## src/tbrl_pkg.sv

```systemverilog
// Shared types and constants of the token bucket rate limiter.
// Depends on nothing; imported by tbrl_core and token_bucket_rate_limiter.
package tbrl_pkg;

    localparam int MODE_W   = 3;
    localparam int SPEED_W  = 16;
    localparam int STATUS_W = 2;
    localparam int AVAIL_W  = 17;
    localparam logic [AVAIL_W-1:0] AVAIL_MAX = 17'h1FFFF;

    typedef enum logic [MODE_W-1:0] {
        MODE_TICK    = 3'd0,
        MODE_REQUEST = 3'd1,
        MODE_SPEED   = 3'd2,
        MODE_START   = 3'd3,
        MODE_STOP    = 3'd4
    } mode_t;

    typedef enum logic [STATUS_W-1:0] {
        ST_OK     = 2'd0,
        ST_REJECT = 2'd1,
        ST_RETRY  = 2'd2
    } status_t;

    typedef enum logic [1:0] {
        RS_STOPPED = 2'd0,
        RS_RUNNING = 2'd1,
        RS_PENDING = 2'd2
    } run_state_t;

endpackage

```

## src/token_bucket_rate_limiter.sv

```systemverilog
// Top level of the token bucket rate limiter: input register, state, result register.
// Depends on tbrl_pkg and tbrl_core.
//
// Usage:
//   Input words arrive on the s_axis channel: tuser carries the mode (tick, request,
//   speed change, start, stop), tdata carries the amount and the signed burst argument.
//   Every input word yields exactly one result word on m_axis: a status code (ok,
//   rejected, retry) and the tokens still available after the word.
//   A word is accepted when tvalid and tready are both high at a rising clock edge.
//   A word is held in the input register, then its result is computed into the output
//   register, where the bucket state is updated in the same cycle.
//   Throughput is one word per cycle while the receiver does not stall; the next word
//   sees the state left by the one before it, as the state updates when its result loads.
//   When the receiver stalls, the result holds in the output register and one more
//   word is still taken into the input register; after that s_axis_tready drops.
//   cfg_wen/cfg_wdata load the speed at once; write it only while no word is in flight.
//   Reset (rst_n low, asynchronous) clears all counters, the speed and the pending
//   speed, puts the bucket in the stopped state and empties both registers.
module token_bucket_rate_limiter
    import tbrl_pkg::*;
#(
    parameter int COUNTER_BITS = 32
)
(
    input  logic                clk,
    input  logic                rst_n,
    // Configuration: initial speed
    input  logic                cfg_wen,
    input  logic [SPEED_W-1:0]  cfg_wdata,
    // Input words
    input  logic                s_axis_tvalid,
    output logic                s_axis_tready,
    input  logic [31:0]         s_axis_tdata,   // [15:0] amount, [31:16] burst_arg
    input  logic [MODE_W-1:0]   s_axis_tuser,   // [2:0] mode
    // Result words
    output logic                m_axis_tvalid,
    input  logic                m_axis_tready,
    output logic [23:0]         m_axis_tdata    // [1:0] status, [18:2] tokens_available
);

    // Input register; only the sign of the burst argument matters
    logic                in_valid_reg;
    logic [MODE_W-1:0]   mode_reg;
    logic [SPEED_W-1:0]  amount_reg;
    logic                burst_neg_reg;

    // Bucket state
    logic [COUNTER_BITS-1:0] consumed_reg;
    logic [COUNTER_BITS-1:0] refill_reg;
    logic [COUNTER_BITS-1:0] limit_reg;
    logic [SPEED_W-1:0]      speed_reg;
    logic [SPEED_W-1:0]      pending_reg;
    run_state_t              run_state_reg;

    logic [COUNTER_BITS-1:0] consumed_next;
    logic [COUNTER_BITS-1:0] refill_next;
    logic [COUNTER_BITS-1:0] limit_next;
    logic [SPEED_W-1:0]      speed_next;
    logic [SPEED_W-1:0]      pending_next;
    run_state_t              run_state_next;
    status_t                 status_next;
    logic [AVAIL_W-1:0]      avail_next;

    // Result register
    logic                out_valid_reg;
    status_t             status_reg;
    logic [AVAIL_W-1:0]  avail_reg;

    logic advance;
    logic in_take;

    // Move the held word into the result register when there is room for it
    assign advance       = in_valid_reg && (!out_valid_reg || m_axis_tready);
    assign s_axis_tready = !in_valid_reg || advance;
    assign in_take       = s_axis_tvalid && s_axis_tready;

    tbrl_core #(
        .COUNTER_BITS (COUNTER_BITS)
    ) u_core (
        .mode             (mode_reg),
        .amount           (amount_reg),
        .burst_neg        (burst_neg_reg),
        .consumed         (consumed_reg),
        .refill           (refill_reg),
        .limit            (limit_reg),
        .speed            (speed_reg),
        .pending          (pending_reg),
        .run_state        (run_state_reg),
        .consumed_next    (consumed_next),
        .refill_next      (refill_next),
        .limit_next       (limit_next),
        .speed_next       (speed_next),
        .pending_next     (pending_next),
        .run_state_next   (run_state_next),
        .status           (status_next),
        .tokens_available (avail_next)
    );

    // Input register: valid bit
    always_ff @(posedge clk or negedge rst_n)
    begin
        if (!rst_n)
            in_valid_reg <= 1'b0;
        else if (s_axis_tready)
            in_valid_reg <= s_axis_tvalid;
    end

    // Input register: payload
    always_ff @(posedge clk)
    begin
        if (in_take)
        begin
            mode_reg      <= s_axis_tuser;
            amount_reg    <= s_axis_tdata[15:0];
            burst_neg_reg <= s_axis_tdata[31];
        end
    end

    // Bucket state: update as the result is loaded; config loads the speed directly
    always_ff @(posedge clk or negedge rst_n)
    begin
        if (!rst_n)
        begin
            consumed_reg  <= '0;
            refill_reg    <= '0;
            limit_reg     <= '0;
            speed_reg     <= '0;
            pending_reg   <= '0;
            run_state_reg <= RS_STOPPED;
        end
        else if (cfg_wen)
        begin
            speed_reg <= cfg_wdata;
        end
        else if (advance)
        begin
            consumed_reg  <= consumed_next;
            refill_reg    <= refill_next;
            limit_reg     <= limit_next;
            speed_reg     <= speed_next;
            pending_reg   <= pending_next;
            run_state_reg <= run_state_next;
        end
    end

    // Result register: valid bit
    always_ff @(posedge clk or negedge rst_n)
    begin
        if (!rst_n)
            out_valid_reg <= 1'b0;
        else if (advance)
            out_valid_reg <= 1'b1;
        else if (m_axis_tready)
            out_valid_reg <= 1'b0;
    end

    // Result register: payload, hold while the receiver stalls
    always_ff @(posedge clk)
    begin
        if (advance)
        begin
            status_reg <= status_next;
            avail_reg  <= avail_next;
        end
    end

    assign m_axis_tvalid = out_valid_reg;
    assign m_axis_tdata  = {5'b0, avail_reg, status_reg};

endmodule

```

## src/tbrl_core.sv

```systemverilog
// Next-state and result logic for one word of the token bucket rate limiter.
// Purely combinational; uses tbrl_pkg types and constants.
module tbrl_core
    import tbrl_pkg::*;
#(
    parameter int COUNTER_BITS = 32
)
(
    input  logic [MODE_W-1:0]       mode,
    input  logic [SPEED_W-1:0]      amount,
    input  logic                    burst_neg,
    input  logic [COUNTER_BITS-1:0] consumed,
    input  logic [COUNTER_BITS-1:0] refill,
    input  logic [COUNTER_BITS-1:0] limit,
    input  logic [SPEED_W-1:0]      speed,
    input  logic [SPEED_W-1:0]      pending,
    input  run_state_t              run_state,
    output logic [COUNTER_BITS-1:0] consumed_next,
    output logic [COUNTER_BITS-1:0] refill_next,
    output logic [COUNTER_BITS-1:0] limit_next,
    output logic [SPEED_W-1:0]      speed_next,
    output logic [SPEED_W-1:0]      pending_next,
    output run_state_t              run_state_next,
    output status_t                 status,
    output logic [AVAIL_W-1:0]      tokens_available
);

    localparam logic [COUNTER_BITS-1:0] AVAIL_LIM = COUNTER_BITS'(AVAIL_MAX);

    logic [COUNTER_BITS-1:0] tick_diff;
    logic [COUNTER_BITS-1:0] tick_diff_pos;
    logic [COUNTER_BITS-1:0] tick_speed_ext;
    logic [SPEED_W-1:0]      tick_speed;
    logic [SPEED_W-1:0]      carry;
    logic [COUNTER_BITS-1:0] token_diff;
    logic [COUNTER_BITS-1:0] amount_ext;
    logic [COUNTER_BITS-1:0] avail_diff;

    // Tick: apply a pending speed first, then carry leftover tokens
    assign tick_speed     = (run_state == RS_PENDING) ? pending : speed;
    assign tick_speed_ext = COUNTER_BITS'(tick_speed);
    assign tick_diff      = refill - consumed;
    assign tick_diff_pos  = tick_diff[COUNTER_BITS-1] ? '0 : tick_diff;
    assign carry          = (tick_diff_pos < tick_speed_ext) ? tick_diff_pos[SPEED_W-1:0]
                                                             : tick_speed;

    assign token_diff = limit - consumed;
    assign amount_ext = COUNTER_BITS'(amount);

    always_comb
    begin
        consumed_next  = consumed;
        refill_next    = refill;
        limit_next     = limit;
        speed_next     = speed;
        pending_next   = pending;
        run_state_next = run_state;
        status         = ST_OK;
        case (mode)
            MODE_TICK:
            begin
                if (run_state == RS_RUNNING || run_state == RS_PENDING)
                begin
                    speed_next     = tick_speed;
                    run_state_next = RS_RUNNING;
                    refill_next    = consumed + tick_speed_ext;
                    limit_next     = consumed + tick_speed_ext + COUNTER_BITS'(carry);
                end
            end
            MODE_REQUEST:
            begin
                if (speed != '0 && amount > speed)
                    status = ST_REJECT;
                else if (token_diff[COUNTER_BITS-1] || token_diff < amount_ext)
                    status = ST_RETRY;
                else
                    consumed_next = consumed + amount_ext;
            end
            MODE_SPEED:
            begin
                if (amount == '0 || burst_neg || run_state == RS_PENDING)
                    status = ST_REJECT;
                else if (run_state == RS_STOPPED)
                    speed_next = amount;
                else
                begin
                    pending_next   = amount;
                    run_state_next = RS_PENDING;
                end
            end
            MODE_START:
            begin
                refill_next    = COUNTER_BITS'(speed);
                limit_next     = COUNTER_BITS'(speed);
                run_state_next = RS_RUNNING;
            end
            MODE_STOP:
            begin
                run_state_next = RS_STOPPED;
            end
            default:
            begin
                status = ST_REJECT;
            end
        endcase
    end

    // Tokens left after this word, clamped to the output range
    assign avail_diff = limit_next - consumed_next;

    always_comb
    begin
        if (avail_diff[COUNTER_BITS-1])
            tokens_available = '0;
        else if (avail_diff > AVAIL_LIM)
            tokens_available = AVAIL_MAX;
        else
            tokens_available = avail_diff[AVAIL_W-1:0];
    end

endmodule
```

## config.mk

```make
export PLATFORM = sky130hd
export DESIGN_NAME = token_bucket_rate_limiter
export DESIGN_NICKNAME = d
export VERILOG_FILES = /design/src/tbrl_pkg.sv /design/src/token_bucket_rate_limiter.sv /design/src/tbrl_core.sv
export SDC_FILE = /design/constraint.sdc
export NUM_CORES = 1
export LEC_CHECK = 0
export BUFFER_PORTS_ARGS = -buffer_cell sky130_fd_sc_hd__buf_2
export CAP_MARGIN = 20
export CORE_ASPECT_RATIO = 1.75
export CORE_MARGIN = 5
export CORE_UTILIZATION = 46
export CTS_BUF_LIST = sky130_fd_sc_hd__clkbuf_2 sky130_fd_sc_hd__clkbuf_4 sky130_fd_sc_hd__clkbuf_8
export DETAILED_ROUTE_END_ITERATION = 12
export PLACE_DENSITY_LB_ADDON = 0.15
export SLEW_MARGIN = 20
export SYNTH_ARGS = -nofsm -noshare
export SYNTH_HDL_FRONTEND = slang
export SYNTH_SLANG_ARGS = --single-unit
export TNS_END_PERCENT = 100
```

## constraint.sdc

```tcl
create_clock -name clk -period 11.5 [get_ports clk]
set_input_delay 0 -clock clk [delete_from_list [all_inputs] [get_ports clk]]
set_output_delay 0 -clock clk [all_outputs]
set_load 0.02 [all_outputs]
```

==> results.yml, run 1 <==
status:
  status: "finished, final reports clean"
clocking:
  cts-root-buf: "clkbuf_8"
  clk_pin_slew_ns: 0.12
  clock_latency_ns: 0.53
  cts_tree: "built"
  cts_buffer_depth: 2
  h-tree-depth: 4
  clkSinkCount: 171
  cts_inserted_buffers: 17
grt:
  antenna_found_initial: 2
  grt_pass1_wl_mm: 105
  grt_pass1_vias: 17297
  grt.overflow.total: 0
  grt_max_degree: 70
  grt_usage: 0.340
die:
  die_area_um2: 42000
  start_util: 0.464
  pin_count: 82
  coreArea_um2: 37500
  rows: 94
  die_y_um: 267
  die_width_um: 157
drt:
  viasPerCell: 6.21
  via_count: 17339
  dr.pass1.iters: 6
  postRouteAntennaNets: 0
  routedWlPerCell_um: 25.6
  drtIter0Drc: 1164
  drc: 0
  totalWireLength_mm: 71.4
sta:
  finalSetupViolations: 0
  hold_viol: 0
  fin_setup_tns_ns: 0
  min_period_over_period: 0.948
  worst_pin_slew_ns: 1.05
  fmax_ghz: 0.0917
  finalCriticalPeriod_ns: 10.91
  finalClockSkew_ns: 0.0214
  slew_violations: 0
  slew_headroom: 0.296
  hold-worst-slack_ns: 0.0344
final_layout:
  fin_nets: 2548
  fin_area_um2: 20300
  area_delta_synth_final_pct: 16.6
  seq_area_um2: 4470
  fillCellCount: 3646
  multi_input_area_um2: 12400
  drive_gt1_frac: 0.144
  final_cell_mix: "ha_1, nand2_1, o21ai_0, nor2_1, buf_4"
  final_common_cell: "ha_1"
setup_path:
  reg2reg_slack_ns: 0.59
  slowest_stage: "or4_4"
  cp-start-kind: "register"
  worst_setup_path_end_kind: "register"
  cp.arrival_ns: 11.20
  cp.required_ns: 11.79
  crit_type: "register to register"
  slowest_delay_ns: 0.55
  critPathMaxFanout: 17
synthesis:
  synth_ff_type: "dfrtp_1"
  yosys-top-cells-area: "dfrtp_1, ha_1, edfxtp_1"
  synth_edf_count: 39
  async_reset_ff_frac: 0.772
  synth_top_area_cell: "dfrtp_1"
  syn_inst: 2104
  syn_area_um2: 17400
  avgSynthCellArea_um2: 8.27
  ys_seq_area_frac: 0.257
  synth_top_cell_area_share: 0.190
  synth_cell_types: 89
  synth_seq_cells: 171
  yosys_warnings: 0
place:
  dpl-instance-area_um2: 19100
  portBuffers: 61
  dpl.hpwl_mm: 56.9
  gp_congestion: 1.05
flow_run:
  cap_viol_max_count: 0
worst_hold_path:
  hp-class: "primary input to async pin"
## worst paths after layout
path,from,to,depth (start not counted)
worst max-delay path,consumed_reg[2]$_DFFE_PN0P_,avail_reg[10]$_SDFFCE_PN0P_,54
worst min register to register,refill_reg[14]$_DFFE_PN0P_,refill_reg[14]$_DFFE_PN0P_,2
min in group clk,cfg_wen,speed_reg[0]$_DFFE_PN0P_,3
worst min-delay path,rst_n,refill_reg[3]$_DFFE_PN0P_,2
max in group asynchronous,rst_n,consumed_reg[14]$_DFFE_PN0P_,3
worst max register to register,consumed_reg[2]$_DFFE_PN0P_,avail_reg[10]$_SDFFCE_PN0P_,54
## cells by family (layout without fill, tap and decap cells)
group / Yosys count / after routing / share of synthesized area
multiplexers: 89 / 89 / 0.0529
buffers and inverters: 206 / 408 / 0.0470
AND/OR/NAND/NOR: 643 / 643 / 0.182
AO/OA/AOI/OAI: 639 / 639 / 0.237
adder cells (fa/ha/maj): 195 / 195 / 0.143
other: 1 / 9 / 0.000216
XOR/XNOR: 160 / 160 / 0.0814
flip-flops: 171 / 171 / 0.257
## final cells by class
cell class	count	area share
Antenna cell	4	0.000493
Clock buffer	17	0.0115
Clock inverter	15	0.0105
Inverter	123	0.0229
Multi-Input combinational cell	1731	0.611
Sequential cell	171	0.220
Tap cell	480	0.0296
Timing Repair Buffer	253	0.0933
## what timing repair did
| item | 4_1_cts | 5_1_grt |
|---|---|---|
| setup buffers | 0 | 2 |
| gates resized for setup | 3 | 50 |
| pin swaps | 1 | 18 |
| hold buffers | 45 | 0 |
| endpoints found under the hold margin | 106 | 0 |
| endpoints found under the setup margin | 17 | 17 |
## synth_stat cells (all sizes together), types with 41 or more instances
cell / count
nand4: 41
nor3: 42
ha: 189
o21a: 54
a21oi: 146
nor2: 146
xnor2: 121
dfrtp: 132
nand3: 67
mux2i: 65
a21o: 49
inv: 122
o21ai: 164
nand2: 180
clkbuf: 62
## critical path: cells and delay by family (launching register included)
| kind | cells | cell delay (ns) |
|---|---|---|
| compound gates | 23 | 4.17 |
| xor+xnor | 3 | 0.43 |
| fa+ha+maj | 4 | 1.20 |
| buf+inv | 7 | 1.23 |
| flops | 1 | 0.41 |
| mux | 1 | 0.13 |
| simple gates | 16 | 3.06 |
## per-layer routing
metal | wire length [um] | global-route usage
met4 | 9540 | 0.346
met2 | 34900 | 0.585
met3 | 3310 | 0.0456
met1 | 23700 | 0.338
met5 | 0 | 0
## stage by stage
step	utilization	setup slack (ns)	cells
floorplan	-	0.217	2108
global placement	0.509	0.111	2711
detailed placement	0.509	-0.117	2711
CTS	0.533	0.0188	2788
global route	0.541	-0.0816	2791
finish	0.541	0.595	2794
Power of run 1 is left out: the tool's default activity adds up to more than one toggle a clock period on the data nets, which glitch-free logic cannot reach.
==> run 2, diff against run 1 <==
--- a/config.mk
+++ b/config.mk
@@ -7,7 +7,7 @@
 export LEC_CHECK = 0
 export BUFFER_PORTS_ARGS = -buffer_cell sky130_fd_sc_hd__buf_2
 export CAP_MARGIN = 20
-export CORE_ASPECT_RATIO = 1.75
+export CORE_ASPECT_RATIO = 1.1
 export CORE_MARGIN = 5
 export CORE_UTILIZATION = 46
 export CTS_BUF_LIST = sky130_fd_sc_hd__clkbuf_2 sky130_fd_sc_hd__clkbuf_4 sky130_fd_sc_hd__clkbuf_8
==> results.yml, run 2 (synthesis gave the netlist of run 1 again) <==
sta:
  finalCriticalPeriod_ns: 10.93
  min_period_over_period: 0.951
  finalSetupViolations: 0
  slew_headroom: 0.344
  worst_pin_slew_ns: 0.976
  hold_viol: 0
  slew_violations: 0
  finalClockSkew_ns: 0.0173
  hold-worst-slack_ns: 0.0445
  fmax_ghz: 0.0915
worst_hold_path:
  hp-class: "primary input to async pin"
final_layout:
  drive_gt1_frac: 0.135
  fillCellCount: 3591
  multi_input_area_um2: 12400
  fin_nets: 2523
  final_common_cell: "ha_1"
  final_cell_mix: "ha_1, nand2_1, o21ai_0, nor2_1, a21oi_1"
  area_delta_synth_final_pct: 15.3
  seq_area_um2: 4470
setup_path:
  reg2regPathDepth: 56
  cp.required_ns: 11.81
  cp-start-kind: "register"
  path_common_cell: "buf_4"
  reg2reg_to: "avail_reg[8]$_SDFFCE_PN0P_"
  cp-startpoint: "consumed_reg[4]$_DFFE_PN0P_"
  slowest_stage: "or4_1"
  crit_type: "register to register"
  slowest_delay_ns: 0.55
  cp.arrival_ns: 11.24
  reg2reg_slack_ns: 0.57
  rr_startpoint: "consumed_reg[4]$_DFFE_PN0P_"
  critPathMaxFanout: 17
  worst_setup_path_end_kind: "register"
place:
  portBuffers: 61
  dpl.hpwl_mm: 51.9
  gp_congestion: 1.00
drt:
  drtIter0Drc: 1252
  via_count: 16973
  dr.pass1.iters: 5
  postRouteAntennaNets: 0
  viasPerCell: 6.10
  routedWlPerCell_um: 23.7
  totalWireLength_mm: 65.9
  drc: 0
status:
  status: "finished, final reports clean"
die:
  rows: 74
  die_area_um2: 41800
  die_y_um: 214
  pin_count: 82
  start_util: 0.466
  coreArea_um2: 37300
  die_width_um: 195
grt:
  grt_usage: 0.307
  grt_max_degree: 74
  antenna_found_initial: 1
  grt_pass1_wl_mm: 98.9
  grt_pass1_vias: 16672
  grt.overflow.total: 0
clocking:
  cts_inserted_buffers: 17
  cts_buffer_depth: 2
  clock_latency_ns: 0.56
  clk_pin_slew_ns: 0.12
  cts-root-buf: "clkbuf_8"
  clkSinkCount: 171
  h-tree-depth: 4
  cts_tree: "built"
flow_run:
  cap_viol_max_count: 0
run 2: cell count changes in the layout (fill, tap and decap cells not counted), moves of 2 or more:
cell | previous run | this run
inv_6 | 2 | 6
ha_2 | 1 | 5
buf_4 | 144 | 118
o21ai_2 | 3 | 5
inv_2 | 3 | 5
clkinv_8 | 9 | 5
clkinvlp_4 | 2 | 0
ha_4 | 8 | 3
inv_8 | 0 | 2
run 2: layout make-up:
cell class / instances / area share
multi-input combinational: 1731 / 0.616
sequential: 171 / 0.223
timing repair buffer: 228 / 0.0859
tap: 494 / 0.0308
inverter: 123 / 0.0230
clock buffer: 17 / 0.0117
clock inverter: 15 / 0.00904
antenna: 3 / 0.000374
run 2: routing by layer:
| layer | wire [um] | GRT usage | up-vias |
|---|---|---|---|
| met5 | 0 | 0 | - |
| met4 | 6110 | 0.244 | 0 |
| li1 | - | - | 8049 |
| met3 | 3250 | 0.0383 | 224 |
| met1 | 26300 | 0.367 | 8085 |
| met2 | 30300 | 0.494 | 615 |
run 2: stage by stage:
stage                     utilization  setup slack [ns]  setup TNS [ns]  cell area (um^2)  cells
final                           0.538             0.567               0             20100   2782
after global routing            0.537           -0.0371          -0.280             20100   2779
after floorplan                     -             0.217               0             17400   2108
after global placement          0.507             0.173               0             18900   2695
after CTS                       0.530            0.0320               0             19800   2772
after detailed placement        0.507           -0.0772           -1.22             18900   2695
run 2: what timing repair did:
item	in CTS	in global routing
gates resized for setup	5	50
hold buffers	45	0
cloned	0	1
setup endpoints to repair	17	17
buffers inserted	0	6
hold endpoints to repair	110	0
pin swaps	2	24
run 2: worst max-delay path by stage:
| stage | to | slack [ns] |
|---|---|---|
| floorplan | avail_reg[10]$_SDFFCE_PN0P_ | 0.22 |
| CTS | avail_reg[8]$_SDFFCE_PN0P_ | 0.03 |
| global placement | avail_reg[5]$_SDFFCE_PN0P_ | 0.17 |
| finish | avail_reg[8]$_SDFFCE_PN0P_ | 0.57 |
| detailed placement | avail_reg[1]$_SDFFCE_PN0P_ | -0.08 |
| global route | avail_reg[8]$_SDFFCE_PN0P_ | -0.04 |
run 2: worst max-delay path, delay by kind of cell, from the launching register on:
| family | cells | cell delay (ns) |
|---|---|---|
| flip-flops | 1 | 0.37 |
| multiplexers | 1 | 0.14 |
| AO/OA/AOI/OAI | 24 | 4.41 |
| XOR/XNOR | 2 | 0.30 |
| adder cells (fa/ha/maj) | 4 | 1.32 |
| AND/OR/NAND/NOR | 17 | 2.93 |
| buffers and inverters | 8 | 1.18 |
Power of run 2 is left out for the same reason.
